===== src/design/assert_macros.svh =====
// ---------------------------------------------------------------------------
// Assertion macros
// Concurrent assertion forms used by the percent decoder output stage.
// ---------------------------------------------------------------------------
`ifndef ASSERT_MACROS_SVH
`define ASSERT_MACROS_SVH

// Checked on every rising edge outside reset.
`define UPD_ASSERT(lbl, prop, msg) \
  lbl: assert property (@(posedge clk) disable iff (rst) prop) else $error(msg);

// Checked on every rising edge, reset included.
`define UPD_ASSERT_ALWAYS(lbl, prop, msg) \
  lbl: assert property (@(posedge clk) prop) else $error(msg);

`endif


===== src/design/upd_pkg.sv =====
`timescale 1ns / 1ps
// ---------------------------------------------------------------------------
// Percent decoder package
// Character codes, escape states and the result group passed between stages.
// ---------------------------------------------------------------------------
package upd_pkg;

  // Character codes.
  localparam logic [7:0] CH_PERCENT = 8'h25;
  localparam logic [7:0] CH_PLUS    = 8'h2B;
  localparam logic [7:0] CH_SPACE   = 8'h20;

  // Most output bytes that one input item can cause.
  localparam int unsigned MAX_RESULTS = 3;

  // Escape tracking state, one-hot.
  typedef enum logic [2:0] {
    PH_IDLE  = 3'b001,
    PH_PCT   = 3'b010,
    PH_DIGIT = 3'b100
  } phase_t;

  // Output bytes caused by one item.
  typedef struct packed {
    logic [MAX_RESULTS-1:0][7:0] bytes;
    logic [1:0]                  cnt;
    logic                        last;
  } group_t;

endpackage


===== src/design/upd_decode.sv =====
`timescale 1ns / 1ps
// ---------------------------------------------------------------------------
// Percent decoder escape logic
// Turns one input byte and the escape state into up to three output bytes.
// ---------------------------------------------------------------------------
module upd_decode
  import upd_pkg::*;
(
  input  phase_t     phase,
  input  logic [7:0] held,
  input  logic       plus_as_space,
  input  logic [7:0] in_byte,
  input  logic       in_last,
  output group_t     grp,
  output phase_t     phase_next,
  output logic [7:0] held_next
);

  function automatic logic is_hex(input logic [7:0] b);
    is_hex = (b >= 8'h30 && b <= 8'h39) || (b >= 8'h41 && b <= 8'h46) ||
             (b >= 8'h61 && b <= 8'h66);
  endfunction

  function automatic logic [3:0] hex_value(input logic [7:0] b);
    logic [7:0] v;
    v = 8'h00;
    if (b >= 8'h30 && b <= 8'h39) v = b - 8'h30;
    else if (b >= 8'h41 && b <= 8'h46) v = b - 8'h37;
    else if (b >= 8'h61 && b <= 8'h66) v = b - 8'h57;
    hex_value = v[3:0];
  endfunction

  logic       b_hex;
  logic       p_emit;
  logic [7:0] p_byte;
  logic       p_start;
  phase_t     p_phase;

  assign b_hex   = is_hex(in_byte);
  assign p_phase = p_start ? PH_PCT : PH_IDLE;

  // Handling of a byte with no escape pending.
  always_comb begin
    p_emit  = 1'b1;
    p_byte  = in_byte;
    p_start = 1'b0;
    if (in_byte == CH_PERCENT) begin
      if (!in_last) begin
        p_emit  = 1'b0;
        p_start = 1'b1;
      end
    end else if (in_byte == CH_PLUS && plus_as_space) begin
      p_byte = CH_SPACE;
    end
  end

  // Escape state handling and result assembly.
  always_comb begin
    grp.bytes  = '0;
    grp.cnt    = 2'd0;
    grp.last   = in_last;
    phase_next = PH_IDLE;
    held_next  = held;
    case (phase)
      PH_PCT: begin
        if (b_hex) begin
          if (in_last) begin
            grp.bytes[0] = CH_PERCENT;
            grp.bytes[1] = in_byte;
            grp.cnt      = 2'd2;
          end else begin
            held_next  = in_byte;
            phase_next = PH_DIGIT;
          end
        end else begin
          grp.bytes[0] = CH_PERCENT;
          grp.bytes[1] = p_byte;
          grp.cnt      = p_emit ? 2'd2 : 2'd1;
          phase_next   = p_phase;
        end
      end
      PH_DIGIT: begin
        if (b_hex) begin
          grp.bytes[0] = {hex_value(held), hex_value(in_byte)};
          grp.cnt      = 2'd1;
        end else begin
          grp.bytes[0] = CH_PERCENT;
          grp.bytes[1] = held;
          grp.bytes[2] = p_byte;
          grp.cnt      = p_emit ? 2'd3 : 2'd2;
          phase_next   = p_phase;
        end
      end
      default: begin
        grp.bytes[0] = p_byte;
        grp.cnt      = p_emit ? 2'd1 : 2'd0;
        phase_next   = p_phase;
      end
    endcase
    // The string end clears any pending escape.
    if (in_last) begin
      phase_next = PH_IDLE;
      held_next  = 8'h00;
    end
  end

endmodule


===== src/design/upd_emit.sv =====
`timescale 1ns / 1ps
`include "assert_macros.svh"
// ---------------------------------------------------------------------------
// Percent decoder output stage
// Holds one result group and sends its bytes out one per cycle while out_stall is low.
// ---------------------------------------------------------------------------
module upd_emit
  import upd_pkg::*;
(
  input  logic       clk,
  input  logic       rst,
  input  logic       load_en,
  input  group_t     grp,
  output logic       can_load,
  output logic       out_valid,
  input  logic       out_stall,
  output logic [7:0] out_byte,
  output logic       run_last,
  output logic       string_end
);

  logic       busy;
  logic [1:0] pos;
  group_t     grp_q;
  logic       out_fire;
  logic       final_byte;

  assign out_fire   = busy && !out_stall;
  assign final_byte = (pos == grp_q.cnt - 2'd1);
  assign can_load   = !busy || (out_fire && final_byte);

  // Control: busy flag and byte position within the group.
  always_ff @(posedge clk) begin
    if (rst) begin
      busy <= 1'b0;
      pos  <= 2'd0;
    end else if (load_en) begin
      busy <= 1'b1;
      pos  <= 2'd0;
    end else if (out_fire) begin
      if (final_byte) begin
        busy <= 1'b0;
      end else begin
        pos <= pos + 2'd1;
      end
    end
  end

  // Group payload register.
  always_ff @(posedge clk) begin
    if (load_en) begin
      grp_q <= grp;
    end
  end

  // Byte selection for the current position.
  always_comb begin
    case (pos)
      2'd0:    out_byte = grp_q.bytes[0];
      2'd1:    out_byte = grp_q.bytes[1];
      default: out_byte = grp_q.bytes[2];
    endcase
  end

  assign out_valid  = busy;
  assign run_last   = final_byte;
  assign string_end = final_byte && grp_q.last;

  `UPD_ASSERT(a_pos_in_group, busy |-> (pos < grp_q.cnt), "position beyond group")
  `UPD_ASSERT(a_load_starts, load_en |=> (busy && pos == 2'd0), "group load lost")
  `UPD_ASSERT(a_drain_ends, (out_fire && final_byte && !load_en) |=> !busy,
              "group not released after final byte")
  `UPD_ASSERT_ALWAYS(a_reset_idle, rst |=> !busy, "output busy after reset")

endmodule


===== src/design/url_percent_decoder_top.sv =====
`timescale 1ns / 1ps
// Latency: the first result of an item is presented the cycle after it is accepted.
// Throughput: one item per cycle while each item yields at most one byte and the
// receiver does not stall; an item that yields two or three bytes holds the input
// until the single output register has sent its bytes, one per cycle when not stalled.
// Reset: synchronous, active high; clears escape state and sets plus_as_space.
// ---------------------------------------------------------------------------
// URL percent decoder
// Streaming decoder of percent escapes and plus signs, one byte per item.
// ---------------------------------------------------------------------------
module url_percent_decoder_top
  import upd_pkg::*;
(
  input  logic       clk,
  input  logic       rst,
  input  logic       cfg_valid,
  output logic       cfg_ready,
  input  logic       cfg_data,
  input  logic       in_valid,
  output logic       in_stall,
  input  logic [7:0] in_byte,
  input  logic       in_last,
  output logic       out_valid,
  input  logic       out_stall,
  output logic [7:0] out_byte,
  output logic       run_last,
  output logic       string_end
);

  logic       plus_as_space;
  phase_t     phase;
  phase_t     phase_next;
  logic [7:0] held;
  logic [7:0] held_next;
  group_t     grp;
  logic       can_load;
  logic       in_fire;

  assign cfg_ready = 1'b1;
  assign in_stall  = !can_load;
  assign in_fire   = in_valid && can_load;

  // Configuration register.
  always_ff @(posedge clk) begin
    if (rst) begin
      plus_as_space <= 1'b1;
    end else if (cfg_valid && cfg_ready) begin
      plus_as_space <= cfg_data;
    end
  end

  // Escape state, updated on every accepted item.
  always_ff @(posedge clk) begin
    if (rst) begin
      phase <= PH_IDLE;
      held  <= 8'h00;
    end else if (in_fire) begin
      phase <= phase_next;
      held  <= held_next;
    end
  end

  upd_decode u_decode (
    .phase         (phase),
    .held          (held),
    .plus_as_space (plus_as_space),
    .in_byte       (in_byte),
    .in_last       (in_last),
    .grp           (grp),
    .phase_next    (phase_next),
    .held_next     (held_next)
  );

  upd_emit u_emit (
    .clk        (clk),
    .rst        (rst),
    .load_en    (in_fire && grp.cnt != 2'd0),
    .grp        (grp),
    .can_load   (can_load),
    .out_valid  (out_valid),
    .out_stall  (out_stall),
    .out_byte   (out_byte),
    .run_last   (run_last),
    .string_end (string_end)
  );

endmodule


===== config.mk =====
export PLATFORM = sky130hd
export DESIGN_NAME = url_percent_decoder_top
export DESIGN_NICKNAME = d
export VERILOG_FILES = /design/src/design/upd_pkg.sv /design/src/design/upd_decode.sv /design/src/design/upd_emit.sv /design/src/design/url_percent_decoder_top.sv
export VERILOG_INCLUDE_DIRS = /design/src /design/src/design
export SDC_FILE = /design/constraint.sdc
export NUM_CORES = 1
export LEC_CHECK = 0
export ABC_CLOCK_PERIOD_IN_PS = 4600
export BUFFER_PORTS_ARGS = -buffer_cell sky130_fd_sc_hd__buf_2
export CORE_ASPECT_RATIO = 1.75
export CORE_MARGIN = 1
export CORE_UTILIZATION = 55
export CTS_CLUSTER_SIZE = 12
export DETAILED_ROUTE_END_ITERATION = 10
export PLACE_DENSITY = 0.75
export SETUP_SLACK_MARGIN = 0.5
export SLEW_MARGIN = 15
export SYNTH_ARGS = -nofsm -noshare
export SYNTH_HDL_FRONTEND = slang
export SYNTH_SLANG_ARGS = --single-unit

===== constraint.sdc =====
create_clock -name clk -period 4.6 [get_ports clk]
set_clock_uncertainty 0.05 [all_clocks]
set_input_delay 0.23 -clock clk [delete_from_list [all_inputs] [get_ports clk]]
set_output_delay 0.23 -clock clk [all_outputs]
set_load 0.01 [all_outputs]

# Yosys cells after proc, flatten, opt, wreduce, memory -nomap -nowiden
# Cells that the tools add are included.
# W data, S select, Z words.
[op_classes]
n_addsub = 8
n_lt_le_gt_ge = 12
n_eq_ne = 6
n_mux = 33
bitwise = 2
reduce_logical = 29
[op_table]
columns = ["operator", "count"]
rows = [
  ["$mux W8", 6],
  ["$mux W18", 2],
  ["$ge A8 B7 Y1 const B", 4],
  ["$le A8 B7 Y1 const B", 4],
  ["$pmux W8 S2", 2],
  ["$mux W4", 6],
  ["$pmux W10 S2", 1],
  ["$eq A8 B6 Y1 const B", 2],
  ["$ge A8 B6 Y1 const B", 2],
  ["$le A8 B6 Y1 const B", 2],
  ["$sub A4 B3 Y4 const B", 4],
  ["$logic_and A1 B1 Y1", 12],
  ["$mux W10", 1],
  ["$reduce_bool A2 Y1", 5],
  ["$mux W1", 9],
  ["$mux W3", 3],
  ["$sub A4 B1 Y4 const B", 2],
  ["$pmux W3 S2", 1],
  ["$mux W2", 2],
  ["$reduce_and A2 Y1", 2],
  ["$reduce_or A2 Y1", 2],
  ["$eq A3 B2 Y1 const B", 1],
  ["$eq A3 B3 Y1 const B", 1],
  ["$logic_not A1 Y1", 3],
  ["other kinds (8)", 11],
]
[word_totals]
regBits = 42
in_bits = 15

# Depth between registers and ports, before layout
[logic_depth]
ltp_word = 11
depth_mapped = 8
mapped_depth_nobuf = 7

# By module
# From an unflattened synthesis, not the netlist that was laid out.
[hier_totals]
cells_unflattened = 263
hier_area_um2 = 2663.8
[by_module_without_submodules]
columns = ["mod", "n_inst", "cells_per_inst", "area_per_inst_um2", "seq_area_each_um2"]
rows = [
  ["upd_emit", 1, 80, 1164.9, 870.8],
  ["upd_decode", 1, 126, 920.9, 0.0],
  ["url_percent_decoder_top", 1, 57, 578.1, 240.2],
]

# Least setup slack after synthesis
# Ideal clock, no wire load.
[synth_timing]
path_kind = "input to register"
from = "in in_byte[1]"
to = "reg u_emit.grp_q[0] in the netlist's numbering, enable pin"
setup_time_ps = 424
arrival_ps = 2962
required_time_ps = 4126
slack_ps = 1164
cell_stages = 6
path_cell_list = "inv_1 ha_1 or3b_4 a311oi_4 o21ai_2 a21oi_1"
[synth_between]
elab_chain_len = 8
[synth_lines]
columns = ["item", "line_no", "rtl"]
rows = [
  ["start, declared", "url_percent_decoder_top.sv:21", "input logic [7:0] in_byte,"],
  ["$ge A8 B6 Y1 (tied with other cells)", "upd_decode.sv:20", "is_hex = (b >= 8'h30 && b <= 8'h39) || (b >= 8'h41 && b <= 8'h46) ||"],
  ["$logic_and A1 B1 Y1", "upd_decode.sv:20", ""],
  ["$logic_or A1 B1 Y1 (2 in a row)", "upd_decode.sv:20", ""],
  ["$mux W10 or $mux W18 (tied branches)", "upd_decode.sv:83, upd_decode.sv:66", ""],
  ["$pmux W10 S2 (*)", "upd_decode.sv:64", "case (phase)"],
  ["$reduce_bool A2 Y1 (*)", "url_percent_decoder_top.sv:77", ".load_en (in_fire && grp.cnt != 2'd0),"],
  ["$logic_and A1 B1 Y1 (*)", "url_percent_decoder_top.sv:77", ""],
  ["via u_emit.load_en", "upd_emit.sv:12", "input logic load_en,"],
  ["end signal, assigned", "upd_emit.sv:52", "grp_q <= grp;"],
  ["end, declared", "upd_emit.sv:24", "group_t grp_q;"],
]
# The timed path passes the listed nets; every way through them passes the cells marked *.
# A chain may end at the register's enable or synchronous reset.

# Worst setup path after layout
[layout_timing]
from = "in in_byte[0]"
to = "reg u_emit.grp_q[20] in the netlist's numbering, enable pin"
# Same word-level chain as after synthesis.

==> impl_metrics.ini <==
[worst_setup_path]
cpPeakStageDelay_ns = 0.45
worstRegToRegCells = 5
critPathKind = in2reg
path_max_fanout = 29
endpoint_kind = flip-flop
start_kind = primary input
crit_arrival_ns = 2.33
cp_slowest_cell = a311oi_4
crit_chain = buf_2 -> inv_1 -> ha_1 -> or3b_4 -> a311oi_4 -> o21ai_2 -> a21oi_2 -> buf_4
cp_data_required_time_ns = 4.51

[die]
coreArea_um2 = 4150
die_h_um = 89.6
rows = 31
start_util_pct = 58.1
chipWidth_um = 52.0
dieArea_um2 = 4660
ios = 28

[synth]
synth.largest_area_cell = edfxtp_1
async_reset_ff_share_pct = 0
yosysMostFrequentCell = edfxtp_1
ys_types = 59
synthCells = 230
synth_ff_type = edfxtp_1
synth_area_leaders = edfxtp_1 34%, dfxtp_1 12%, ha_1 5.2%, nand2_1 3.0%, a22o_1 2.9%
ys_seq_area_share_pct = 46.1
synth_area_per_cell_um2 = 10.5
synth_area_um2 = 2410
syn_nets = 255
yosys_warnings = 0
synth_seq_cells = 42
synth_top_area_share_pct = 33.6
synth_edf_count = 27
synth_commonest_cells = 27 x edfxtp_1, 19 x nand2_1, 15 x dfxtp_1, 13 x inv_1, 13 x nor2_1

[global_route]
top_usage_layer = met2
grt_overflow = 0
grt_start_max_net_pins = 30
grt_usage_pct = 24.2
first_global_vias = 1699
grt_pass1_wl_um = 8130
antenna_found_initial = 0
use_met1_pct = 28.0
use_met2_pct = 44.1
gr-usage-met3_pct = 2.55

[routing]
wl_per_cell_um = 16.6
drc_errors = 0
first_pass_iters = 4
avgViaCountPerCell = 6.06
drtIter0Drc = 71
wl_um = 5110
vias = 1859
antenna_left = 0

[pwr]
seq_power_share_pct = 53.6
leakage_nw = 1.04
irDropWorstVdd_uv = 236
p_switching_w = 0.000184
power_density_nw_per_um2 = 297
swShare_pct = 23.2
clkPwrFrac_pct = 35.7
p_comb_share_pct = 10.7
p_int_w = 0.000612

[timing]
finalSetupViolations = 0
maxSlewViolCount = 0
slew-limit-headroom_pct = 44.0
fmax_mhz = 412
period_needed_ns = 2.42
finalHoldViolCount = 0
fin_crit_sh_pct = 52.7
setup_tns_ns = 0
rsz0062_at_grt = no
tightestPinTransition_ns = 0.829
holdWs_ns = 0.0875

[clocking]
clkTransAtPathRegs_ns = 0.09
cts_hold_buf = 0
insertion_delay_ns = 0.30
clock_sinks = 42
htreeDepth = 2
cts_inserted_buffers = 5
cts_resized = 0
cts_setup_buffers = 0
tritoncts = yes
clockRootBuffer = clkbuf_8
cts_buffer_depth = 2

[job]
maxCapViolCount = 0

[placement]
hpwl_um = 3950
port_buffers = 26
gp_congestion = 0.909

[cells_and_area]
num-nets-final = 282
fin_util_pct = 64.6
drive_gt1_share_pct = 18.2
areaGrowthSynthToFinish_pct = 11.2
diodes = 0

[min_path]
worstHoldPathType = in2reg
holdPathStages = 2

[status]
status = complete, no violations
metal layers:
metal	share of wire (%)	wire length, µm
met4	2.3	119
met2	54	2770
met3	2.4	124
met1	41	2090
met5	0	0
logic make-up after synthesis:
family	after synthesis	synth area share (%)
other	1	0.156
buffers and inverters	21	4.10
AO/OA/AOI/OAI	64	21.0
adder cells (fa/ha/maj)	10	5.19
AND/OR/NAND/NOR	83	19.7
XOR/XNOR	3	1.09
flip-flops	42	46.1
multiplexers	6	2.60
final cells by class:
cell class,count,area [µm²]
fill,360,1470
multi-input combinational,167,1200
sequential,42,1110
timing repair buffer,28,145
clock buffer,5,68.8
tap,49,61.3
inverter,13,48.8
clock inverter,3,40.0
worst max-delay path, delay by kind of cell:
kind            cells  cell delay, ns
fa+ha+maj           1            0.21
compound gates      3            0.85
buf+inv             3            0.62
simple gates        1            0.40
power groups by stage:
stage / combinational [W] / clock (W) / sequential (W)
2_1_floorplan: 0.0000560 / 0 / 0.000434
3_3_place_gp: 0.0000833 / 0 / 0.000434
3_5_place_dp: 0.0000850 / 0 / 0.000435
4_1_cts: 0.0000853 / 0.000289 / 0.000427
5_1_grt: 0.0000939 / 0.000303 / 0.000429
6_report: 0.0000851 / 0.000284 / 0.000427
per-stage QoR:
step | setup slack [ns] | total power, W | std cells | area (µm²)
3_5_place_dp | 1.88 | 0.000520 | 299 | 2570
3_3_place_gp | 1.97 | 0.000518 | 299 | 2570
4_1_cts | 2.18 | 0.000801 | 307 | 2680
2_1_floorplan | 1.16 | 0.000490 | 230 | 2410
5_1_grt | 2.06 | 0.000826 | 307 | 2680
6_report | 2.18 | 0.000796 | 307 | 2680
sequential cells by signal, indices dropped and copies added (netlist names):
register and cells:
plus_as_space 1, u_emit.grp_q 27, u_emit.pos 2, held 8
u_emit.out_valid 1, phase 3
final timing paths:
path / from / to / slack [ns]
setup / recovery: in_byte[0] / u_emit.grp_q[20]$_SDFFCE_PP0P_ / 2.18
hold / removal: cfg_data / plus_as_space$_SDFFE_PP1P_ / 0.09
setup reg to reg: phase[1]$_SDFFE_PP0P_ / u_emit.grp_q[20]$_SDFFCE_PP0P_ / 2.41
hold reg to reg: held[6]$_SDFFE_PP0P_ / held[6]$_SDFFE_PP0P_ / 0.48
placed cells by master (no fill, tap or decap), types with 7 or more instances in the layout:
| cell | synthesis | final |
|---|---|---|
| nand2b_1 | 10 | 10 |
| edfxtp_1 | 27 | 27 |
| inv_1 | 13 | 13 |
| o2bb2ai_1 | 7 | 7 |
| nand2_1 | 19 | 19 |
| dfxtp_1 | 15 | 15 |
| buf_2 | 1 | 26 |
| ha_1 | 10 | 10 |
| nor2_1 | 13 | 13 |
| a22oi_1 | 9 | 9 |
| a22o_1 | 8 | 8 |
No activity file was read; power rests on OpenSTA's default activity.
